[config.mk]
export PLATFORM = sky130hd
export DESIGN_NAME = key_remap_with_learn_mode_flat
export DESIGN_NICKNAME = d
export VERILOG_FILES = /design/src/design/krl_pkg.sv /design/src/design/krl_ifs.sv /design/src/design/key_remap_with_learn_mode.sv /design/src/design/krl_key_sel.sv /design/src/flat_wrapper.sv
export SDC_FILE = /design/constraint.sdc
export NUM_CORES = 1
export LEC_CHECK = 0
export ABC_AREA = 1
export ABC_CLOCK_PERIOD_IN_PS = 17950
export BUFFER_PORTS_ARGS = -buffer_cell sky130_fd_sc_hd__buf_2
export CAP_MARGIN = 20
export CORE_UTILIZATION = 51
export DETAILED_ROUTE_END_ITERATION = 16
export PLACE_DENSITY_LB_ADDON = 0.08
export SETUP_SLACK_MARGIN = 0.5
export SYNTH_ARGS = -nofsm -noshare
export SYNTH_HDL_FRONTEND = slang
export SYNTH_SLANG_ARGS = --single-unit
[constraint.sdc]
create_clock -name clk -period 17.95 [get_ports clk]
set_clock_uncertainty 0.2 [all_clocks]
set_input_delay 0.8975 -clock clk [delete_from_list [all_inputs] [get_ports clk]]
set_output_delay 0.8975 -clock clk [all_outputs]
set_load 0.02 [all_outputs]
[src/design/krl_pkg.sv]
package krl_pkg;

  typedef enum logic [2:0] {
    S_IDLE,
    S_TOGGLE,
    S_BUTTONS,
    S_SCAN,
    S_FINISH
  } state_t;

  localparam logic [7:0] TOGGLE_RESET = 8'd59;

  // left, right, up, down, Z, X, A, S
  function automatic logic [7:0] default_code(input int unsigned idx);
    logic [7:0] val;
    case (idx)
      0: val = 8'd203;
      1: val = 8'd205;
      2: val = 8'd200;
      3: val = 8'd208;
      4: val = 8'd44;
      5: val = 8'd45;
      6: val = 8'd30;
      7: val = 8'd31;
      default: val = 8'd0;
    endcase
    return val;
  endfunction

endpackage

[src/design/krl_ifs.sv]
interface krl_key_if;
  logic        valid;
  logic        ready;
  logic [63:0] key_bits_0;
  logic [63:0] key_bits_1;
  logic [63:0] key_bits_2;
  logic [63:0] key_bits_3;

  modport source (output valid, key_bits_0, key_bits_1, key_bits_2, key_bits_3,
                  input ready);
  modport sink (input valid, key_bits_0, key_bits_1, key_bits_2, key_bits_3,
                output ready);
endinterface

interface krl_btn_if;
  logic       valid;
  logic       ready;
  logic [7:0] action_buttons;
  logic       learning;
  logic [3:0] next_slot;
  logic       mapping_done;

  modport source (output valid, action_buttons, learning, next_slot, mapping_done,
                  input ready);
  modport sink (input valid, action_buttons, learning, next_slot, mapping_done,
                output ready);
endinterface

[src/design/key_remap_with_learn_mode.sv]
// Flow: S_IDLE accepts a frame, S_TOGGLE looks up the toggle key, S_BUTTONS
// reads the action keys in normal mode or S_SCAN learns key codes in learn
// mode, then S_FINISH registers the result. One transaction at a time; the
// shared key lookup takes one key code per cycle.
// Reset (rst, synchronous): normal mode, slot 0, toggle key 59 seen as down,
// action table loaded with the default key codes.
module key_remap_with_learn_mode import krl_pkg::*; #(
  parameter int NUM_KEYS    = 256,
  parameter int NUM_ACTIONS = 8
) (
  input  logic             clk,
  input  logic             rst,
  input  logic             cfg_we,
  input  logic [7:0]       cfg_data,
  krl_key_if.sink          key_in,
  krl_btn_if.source        btn_out
);

  localparam int KW = $clog2(NUM_KEYS);
  localparam int AW = (NUM_ACTIONS > 1) ? $clog2(NUM_ACTIONS) : 1;
  localparam int SW = $clog2(NUM_ACTIONS + 1);

  state_t state, state_next;

  logic [7:0]          toggle_key_code;
  logic [NUM_KEYS-1:0] snap;
  logic [7:0]          action_key_table [NUM_ACTIONS];
  logic                toggle_was_down;
  logic                learn_mode;
  logic [SW-1:0]       slot;
  logic                tog_down;
  logic                tog_edge;
  logic [AW-1:0]       act;
  logic [KW-1:0]       code;
  logic [7:0]          buttons;
  logic                done;

  logic                out_valid;
  logic [7:0]          out_buttons;
  logic                out_learning;
  logic [3:0]          out_next_slot;
  logic                out_done;

  logic [7:0]          sel_code;
  logic                key_down;
  logic                taken;
  logic                hit;
  logic                accept;
  logic                out_free;
  logic [255:0]        in_bits;

  assign in_bits  = {key_in.key_bits_3, key_in.key_bits_2,
                     key_in.key_bits_1, key_in.key_bits_0};
  assign accept   = key_in.valid && key_in.ready;
  assign out_free = !out_valid || btn_out.ready;

  always_comb begin
    case (state)
      S_BUTTONS: sel_code = action_key_table[act];
      S_SCAN:    sel_code = 8'(code);
      default:   sel_code = toggle_key_code;
    endcase
  end

  krl_key_sel #(.NUM_KEYS(NUM_KEYS)) u_key_sel (
    .keys (snap),
    .code (sel_code),
    .down (key_down)
  );

  // codes already stored in earlier slots are skipped
  always_comb begin
    taken = 1'b0;
    for (int i = 0; i < NUM_ACTIONS; i++) begin
      if ((SW'(i) < slot) && (action_key_table[i] == 8'(code))) taken = 1'b1;
    end
  end

  assign hit = key_down && !taken;

  always_ff @(posedge clk) begin
    if (rst) state <= S_IDLE;
    else     state <= state_next;
  end

  always_comb begin
    state_next   = state;
    key_in.ready = 1'b0;
    case (state)
      S_IDLE: begin
        key_in.ready = 1'b1;
        if (key_in.valid) state_next = S_TOGGLE;
      end
      S_TOGGLE: begin
        if (!learn_mode)                       state_next = S_BUTTONS;
        else if (key_down && !toggle_was_down) state_next = S_FINISH;
        else if (!key_down)                    state_next = S_SCAN;
        else                                   state_next = S_FINISH;
      end
      S_BUTTONS: begin
        if (act == AW'(NUM_ACTIONS - 1)) state_next = S_FINISH;
      end
      S_SCAN: begin
        if (hit && (slot == SW'(NUM_ACTIONS - 1))) state_next = S_FINISH;
        else if (code == KW'(NUM_KEYS - 1))        state_next = S_FINISH;
      end
      S_FINISH: begin
        if (out_free) state_next = S_IDLE;
      end
      default: state_next = S_IDLE;
    endcase
  end

  always_ff @(posedge clk) begin
    if (rst) begin
      toggle_key_code <= TOGGLE_RESET;
      toggle_was_down <= 1'b1;
      learn_mode      <= 1'b0;
      slot            <= '0;
      out_valid       <= 1'b0;
      for (int i = 0; i < NUM_ACTIONS; i++) begin
        action_key_table[i] <= default_code(i);
      end
    end else begin
      if (cfg_we) toggle_key_code <= cfg_data;
      if ((state == S_FINISH) && out_free) out_valid <= 1'b1;
      else if (btn_out.ready)              out_valid <= 1'b0;
      case (state)
        S_IDLE: begin
          if (accept) begin
            snap    <= in_bits[NUM_KEYS-1:0];
            buttons <= '0;
            done    <= 1'b0;
            act     <= '0;
            code    <= '0;
          end
        end
        S_TOGGLE: begin
          toggle_was_down <= key_down;
          tog_down        <= key_down;
          tog_edge        <= key_down && !toggle_was_down;
          if (learn_mode && key_down && !toggle_was_down) learn_mode <= 1'b0;
        end
        S_BUTTONS: begin
          buttons <= buttons | (8'(key_down) << act);
          act     <= act + AW'(1);
          if ((act == AW'(NUM_ACTIONS - 1)) && tog_edge) begin
            learn_mode <= 1'b1;
            slot       <= '0;
          end
        end
        S_SCAN: begin
          code <= code + KW'(1);
          if (hit) begin
            action_key_table[slot[AW-1:0]] <= 8'(code);
            slot <= slot + SW'(1);
            if (slot == SW'(NUM_ACTIONS - 1)) begin
              done       <= 1'b1;
              learn_mode <= 1'b0;
            end
          end
        end
        S_FINISH: begin
          if (out_free) begin
            out_buttons   <= buttons;
            out_learning  <= learn_mode;
            out_next_slot <= 4'(slot);
            out_done      <= done;
          end
        end
        default: ;
      endcase
    end
  end

  assign btn_out.valid          = out_valid;
  assign btn_out.action_buttons = out_buttons;
  assign btn_out.learning       = out_learning;
  assign btn_out.next_slot      = out_next_slot;
  assign btn_out.mapping_done   = out_done;

  a_done_leaves_learn: assert property (@(posedge clk) disable iff (rst)
    btn_out.valid && btn_out.mapping_done |-> !btn_out.learning)
    else $error("mapping_done with learn mode still active");

  a_busy_after_accept: assert property (@(posedge clk) disable iff (rst)
    accept |=> !key_in.ready)
    else $error("ready high right after a transaction");

  a_scan_in_learn: assert property (@(posedge clk) disable iff (rst)
    state == S_SCAN |-> learn_mode && !tog_down)
    else $error("scan outside learn mode or with toggle key down");

  a_slot_range: assert property (@(posedge clk) disable iff (rst)
    slot <= SW'(NUM_ACTIONS))
    else $error("learn slot out of range");

endmodule

[src/design/krl_key_sel.sv]
module krl_key_sel #(
  parameter int NUM_KEYS = 256
) (
  input  logic [NUM_KEYS-1:0] keys,
  input  logic [7:0]          code,
  output logic                down
);

  localparam int KW = $clog2(NUM_KEYS);

  // codes at or above NUM_KEYS read as up
  assign down = ({1'b0, code} < 9'(NUM_KEYS)) ? keys[code[KW-1:0]] : 1'b0;

endmodule
[src/flat_wrapper.sv]
// flat-port wrapper written by rule: the top's interface ports become plain ports
module key_remap_with_learn_mode_flat import krl_pkg::*;
#(
  parameter int NUM_KEYS    = 256,
  parameter int NUM_ACTIONS = 8
)
  (clk, rst, cfg_we, cfg_data, key_in_valid, key_in_key_bits_0, key_in_key_bits_1, key_in_key_bits_2, key_in_key_bits_3, key_in_ready, btn_out_valid, btn_out_action_buttons, btn_out_learning, btn_out_next_slot, btn_out_mapping_done, btn_out_ready);
  krl_key_if key_in_i ();
  krl_btn_if btn_out_i ();
  input  logic clk;
  input  logic rst;
  input  logic cfg_we;
  input  logic [7:0] cfg_data;
  input wire logic [$bits(key_in_i.valid)-1:0] key_in_valid;
  input wire logic [$bits(key_in_i.key_bits_0)-1:0] key_in_key_bits_0;
  input wire logic [$bits(key_in_i.key_bits_1)-1:0] key_in_key_bits_1;
  input wire logic [$bits(key_in_i.key_bits_2)-1:0] key_in_key_bits_2;
  input wire logic [$bits(key_in_i.key_bits_3)-1:0] key_in_key_bits_3;
  output wire logic [$bits(key_in_i.ready)-1:0] key_in_ready;
  output wire logic [$bits(btn_out_i.valid)-1:0] btn_out_valid;
  output wire logic [$bits(btn_out_i.action_buttons)-1:0] btn_out_action_buttons;
  output wire logic [$bits(btn_out_i.learning)-1:0] btn_out_learning;
  output wire logic [$bits(btn_out_i.next_slot)-1:0] btn_out_next_slot;
  output wire logic [$bits(btn_out_i.mapping_done)-1:0] btn_out_mapping_done;
  input wire logic [$bits(btn_out_i.ready)-1:0] btn_out_ready;
  assign key_in_i.valid = key_in_valid;
  assign key_in_i.key_bits_0 = key_in_key_bits_0;
  assign key_in_i.key_bits_1 = key_in_key_bits_1;
  assign key_in_i.key_bits_2 = key_in_key_bits_2;
  assign key_in_i.key_bits_3 = key_in_key_bits_3;
  assign key_in_ready = key_in_i.ready;
  assign btn_out_valid = btn_out_i.valid;
  assign btn_out_action_buttons = btn_out_i.action_buttons;
  assign btn_out_learning = btn_out_i.learning;
  assign btn_out_next_slot = btn_out_i.next_slot;
  assign btn_out_mapping_done = btn_out_i.mapping_done;
  assign btn_out_i.ready = btn_out_ready;
  key_remap_with_learn_mode #(.NUM_KEYS(NUM_KEYS), .NUM_ACTIONS(NUM_ACTIONS)) u_core (.clk(clk), .rst(rst), .cfg_we(cfg_we), .cfg_data(cfg_data), .key_in(key_in_i), .btn_out(btn_out_i));
endmodule
Yosys cells after proc, flatten, opt, wreduce, memory -nomap -nowiden
Memories as Yosys holds them, arrays and structs flattened. A register that Yosys moved wholly into a read port is not among the register bits.
Cells that the tools add are included.
{ "totals": {"reg_bits": 309, "ram_bits": 64, "input_bits": 269, "out_inout_bits": 16, "n_memories": 1} }
{ "memory_table": {"columns": ["name", "depth", "width", "read_ports", "rd_ports_with_merged_regs", "write_ports", "line", "text"], "rows": [
  ["u_core.action_key_table", 8, 8, 9, 1, 8, "key_remap_with_learn_mode.sv:27", "logic [7:0] action_key_table [NUM_ACTIONS];"]
]} }
{ "classes": {"add_sub_neg": 3, "magnitude_cmp": 9, "n_eq_ne": 24, "n_shift": 1, "muxes": 58, "n_bitwise": 2, "n_reduce_logical": 36} }
{ "op_table": {"columns": ["operator", "count"], "rows": [
  ["$mux 8", 10],
  ["$eq 8x8->1", 8],
  ["$pmux 8 s2", 3],
  ["$mux 3", 11],
  ["$mux 1", 26],
  ["$logic_and 1x1->1", 16],
  ["$lt 3x4->1 const A", 4],
  ["$pmux 3 s5", 1],
  ["$reduce_and 3->1", 5],
  ["$ne 2x1->1 const B", 7],
  ["$reduce_and 5->1", 2],
  ["$lt 8x9->1 const B", 1],
  ["$add 8x1->8 const B", 1],
  ["$bmux 1 s8", 1],
  ["$eq 8x8->1 const B", 1],
  ["$lt 1x4->1 const A", 2],
  ["$lt 2x4->1 const A", 2],
  ["$mux 4", 2],
  ["$or 8x8->8", 1],
  ["$pmux 4 s2", 1],
  ["$reduce_bool 2->1", 4],
  ["$reduce_or 8->1", 1],
  ["$shl 1x3->8", 1],
  ["$eq 3x2->1 const B", 2],
  ["17 further kinds", 20]
]} }

Depth between registers and ports, before layout
{ "logic_depth": {"depth_word": 18, "depth_mapped": 27, "mapped_depth_nobuf": 24} }

Hierarchy
From an unflattened synthesis, not the netlist that was laid out.
{ "hier_totals": {"cells_unflattened": 1588, "hier_area_um2": 16854.9} }
{ "by_module_without_submodules": {"columns": ["mod", "n_inst", "cells_each", "area_each_um2"], "rows": [
  ["key_remap_with_learn_mode", 1, 1009, 14182.4],
  ["krl_key_sel", 1, 579, 2672.6]
]} }

Worst setup path before layout
No wires, ideal clock.
{ "synth_path": {"path_kind": "input to register", "startpoint": "input rst", "endpoint": "register u_core.snap[0], enable pin", "setup_time_ps": 1186, "arrival_time_ps": 18356, "required_ps": 16564, "path_slack_ps": -1792, "stages": 2, "cell_sequence": "clkbuf_1 nor3_1"} }
{ "synth_between": {"elab_chain_len": 2} }
{ "synth_rtl": {"columns": ["element", "line", "text"], "rows": [
  ["from (decl)", "flat_wrapper.sv:11", "input logic rst;"],
  ["$not 1->1 (no source line)", null, null],
  ["$reduce_and 3->1 (no source line)", null, null],
  ["to (signal assigned)", "key_remap_with_learn_mode.sv:131", "snap <= in_bits[NUM_KEYS-1:0];"],
  ["to (decl)", "key_remap_with_learn_mode.sv:26", "logic [NUM_KEYS-1:0] snap;"]
]} }
Every way passes these cells.
A chain may end at the register's enable or synchronous reset.

==> flow_metrics.py <==
metrics = {
    "yosys": {
        "ys_ff_latch": 376,
        "ys.flop_type": "edfxtp_1",
        "synth_top_area_share_pct": 62.7,
        "synthesis.area_um2": 17000,
        "synth_top_area_cell": "edfxtp_1",
        "syn_nets": 1840,
        "synth_cells": 1565,
        "ys_warn_count": 0,
        "seq_area_frac_synth_pct": 65.2,
        "synth_area_leaders": "edfxtp_1 63%, nand3_1 12%, nand2_1 4.6%, dfxtp_1 2.5%, nor2_1 2.3%",
        "synth_edf_count": 355,
        "async_reset_ff_share_pct": 0,
        "synthDistinctLibCells": 44,
        "syn_avg_cell_area_um2": 10.9,
    },
    "detailed_routing": {
        "drt_pass1_iterations": 5,
        "wl_per_cell_um": 21.8,
        "wl_met2_um": 23000,
        "vias": 13270,
        "top_layer": "met5",
        "dr_wl_met3_um": 4770,
        "drtIter0Drc": 1393,
        "met1_length_um": 21000,
        "drtAntennaViolNets": 0,
        "remaining_drc_errors": 0,
        "viasPerCell": 5.81,
        "drt_wl_total_um": 49800,
    },
    "power": {
        "power.total_mw": 2.94,
        "power_switching_mw": 1.06,
        "p_sw_share_pct": 36.2,
        "power.share.combinational_pct": 30.9,
        "p_per_area_nw_per_um2": 147,
        "internal-power_mw": 1.88,
        "p_leak_nw": 7.69,
        "seqPwrFrac_pct": 40.6,
        "peakVddDrop_mv": 0.0902,
        "pwr-share-clk_pct": 28.6,
    },
    "sta": {
        "rsz0062_at_grt": "false",
        "slew_headroom_pct": 24.4,
        "hold-worst-slack_ns": 0.247,
        "clock.fmax_ghz": 0.146,
        "drv_slew": 0,
        "worst_pin_slew_ns": 1.13,
        "setup_viol": 0,
        "hold_viol": 0,
        "layout_min_cycle_time_ns": 6.87,
        "finalCritPeriodShare_pct": 38.3,
        "fin_tns_setup_ns": 0,
        "finalWorstSetupSlack_ns": 11.08,
    },
    "setup_path": {
        "required_ns": 17.97,
        "cp-end-kind": "register",
        "crit_fanout": 67,
        "start_kind": "register",
        "cp.arrival_ns": 6.89,
        "crit_type": "reg2reg",
    },
    "final_layout": {
        "nets": 2077,
        "drive_gt1_share_pct": 21.2,
        "final_core_util_pct": 61.3,
        "area_delta_synth_final_pct": 17.6,
        "n_fill_cell": 2661,
    },
    "global_route": {
        "antenna_found_initial": 14,
        "grt.total_usage_pct": 29.4,
        "grt_pass1_wl_um": 74100,
        "grt_pass1_vias": 12671,
        "grt_overflow": 0,
        "grt_max_degree": 188,
    },
    "place": {
        "dp_slack_ns": 11.16,
        "dp_hpwl_um": 33100,
        "gp_congestion": 0.927,
        "portBuffers": 284,
    },
    "cts": {
        "clk_path_buf_depth": 3,
        "clk_latency_ns": 0.55,
        "h-tree-depth": 2,
        "cts-root-buf": "clkbuf_16",
        "clkSinkCount": 376,
        "cts_tree": "built",
        "cts_resized": 0,
        "cts_buffers": 40,
        "ctsHoldBuffers": 0,
        "post_cts.repair.setup_buffers": 0,
        "path_clk_slew_ns": 0.06,
    },
    "run_status": {
        "outcome": "completed",
    },
    "die": {
        "rows": 66,
        "ios": 285,
        "die_area_um2": 34000,
        "fp.dieW_um": 185,
        "core_um2": 32600,
        "die_h_um": 185,
        "start_util_pct": 52.1,
    },
    "flow_run": {
        "drv_cap": 0,
    },
    "worst_hold_path": {
        "min_path_type": "reg2reg",
    },
}
## final cells by class
| cell class | instances | area, µm² | area share, % |
|---|---|---|---|
| clock inverters | 15 | 134 | 0.670 |
| repair buffers | 301 | 1590 | 7.93 |
| well taps | 442 | 553 | 2.77 |
| clock buffers | 57 | 1210 | 6.06 |
| multi-input cells | 985 | 5030 | 25.2 |
| inverters | 98 | 368 | 1.84 |
| diodes | 9 | 22.5 | 0.113 |
| flip-flops and latches | 376 | 11100 | 55.5 |
## kinds of logic after synthesis
logic type,count (synthesis),synth area share (%)
AO/OA/AOI/OAI,133,4.46
adder cells (fa/ha/maj),6,0.442
XOR/XNOR,40,2.06
AND/OR/NAND/NOR,806,22.4
buffers and inverters,204,5.39
flip-flops,376,65.2
## routing by layer
| metal | up-vias | global-route usage (%) |
|---|---|---|
| met5 | - | 0 |
| met3 | 85 | 6.26 |
| met4 | 10 | 8.67 |
| met1 | 6357 | 41.4 |
| met2 | 710 | 45.8 |
| li1 | 6108 | - |
## synthesized netlist by cell type (all sizes together), types with 7 or more instances
cell    instances
xnor2          24
nor3           13
clkbuf         35
o21ai          56
dfxtp          21
xor2           16
nand3         407
a21oi          43
o211ai         11
nand3b         17
o22ai           7
buf            71
inv            96
nand4          40
edfxtp        355
nor2          106
nand2         212
nor4            8
## power by group through the flow
stage          clock [mW]  sequential [mW]  combinational (mW)
2_1_floorplan           0             1.20               0.642
3_3_place_gp            0             1.21               0.881
3_5_place_dp            0             1.21               0.893
4_1_cts             0.848             1.19               0.897
5_1_grt             0.881             1.20               0.997
6_report            0.840             1.19               0.908
## stage by stage
stage                     area (µm²)  instances
final                          20000       2283
after global routing           20000       2279
after CTS                      19900       2273
after detailed placement       18600       2201
after global placement         18600       2200
after floorplan                17000       1565
## state kept, by name, summed over array words and instances (netlist names), 3 cells and up, named ones only
register	flops
u_core.action_key_table	64
u_core.btn_out.next_slot	4
u_core.btn_out.action_buttons	8
u_core.buttons	8
u_core.act	3
u_core.toggle_key_code	8
u_core.slot	4
u_core.snap	256
u_core.code	8
u_core.state	3
## cells in the final DEF (no fill, tap or decap), drive strengths merged, types with 7 or more instances in the layout
| master | netlist | routed |
|---|---|---|
| a21oi | 43 | 43 |
| buf | 71 | 301 |
| clkbuf | 35 | 57 |
| clkinv | 2 | 14 |
| dfxtp | 21 | 21 |
| diode | 0 | 9 |
| edfxtp | 355 | 355 |
| inv | 96 | 97 |
| nand2 | 212 | 212 |
| nand3 | 407 | 407 |
| nand3b | 17 | 17 |
| nand4 | 40 | 40 |
| nor2 | 106 | 106 |
| nor3 | 13 | 13 |
| nor4 | 8 | 8 |
| o211ai | 11 | 11 |
| o21ai | 56 | 56 |
| o22ai | 7 | 7 |
| xnor2 | 24 | 24 |
| xor2 | 16 | 16 |
## path summary, 6_finish.rpt
path	from	end	slack [ns]	cells past startpoint
setup / recovery	register	u_core.action_key_table[2][5]	11.08	24
hold / removal	u_core.buttons[7]	u_core.btn_out.action_buttons[7]	0.25	0
setup reg to reg	register	u_core.action_key_table[2][5]	11.08	24
hold reg to reg	u_core.buttons[7]	u_core.btn_out.action_buttons[7]	0.25	0
## critical path, cell delays in order, from the launching register on
cell	delay, ns
dfxtp_1	0.89
inv_1	0.48
buf_4	0.35
nand2_1	0.08
nand3_1	0.08
nand3_1	0.10
nand3_1	0.13
nand2_4	0.43
nand2_4	0.54
buf_4	0.54
nand2_1	0.14
nand3_1	0.15
nand3_1	0.17
nand3_1	0.10
nand3_1	0.09
nand2_1	0.07
nand2_1	0.06
nand3_1	0.08
nand3_2	0.14
nand2_4	0.11
nor2_2	0.11
nand2_1	0.07
inv_2	0.61
nand3_1	0.35
nand2_1	0.37
Note: power is estimated with default switching activity, not from simulation.
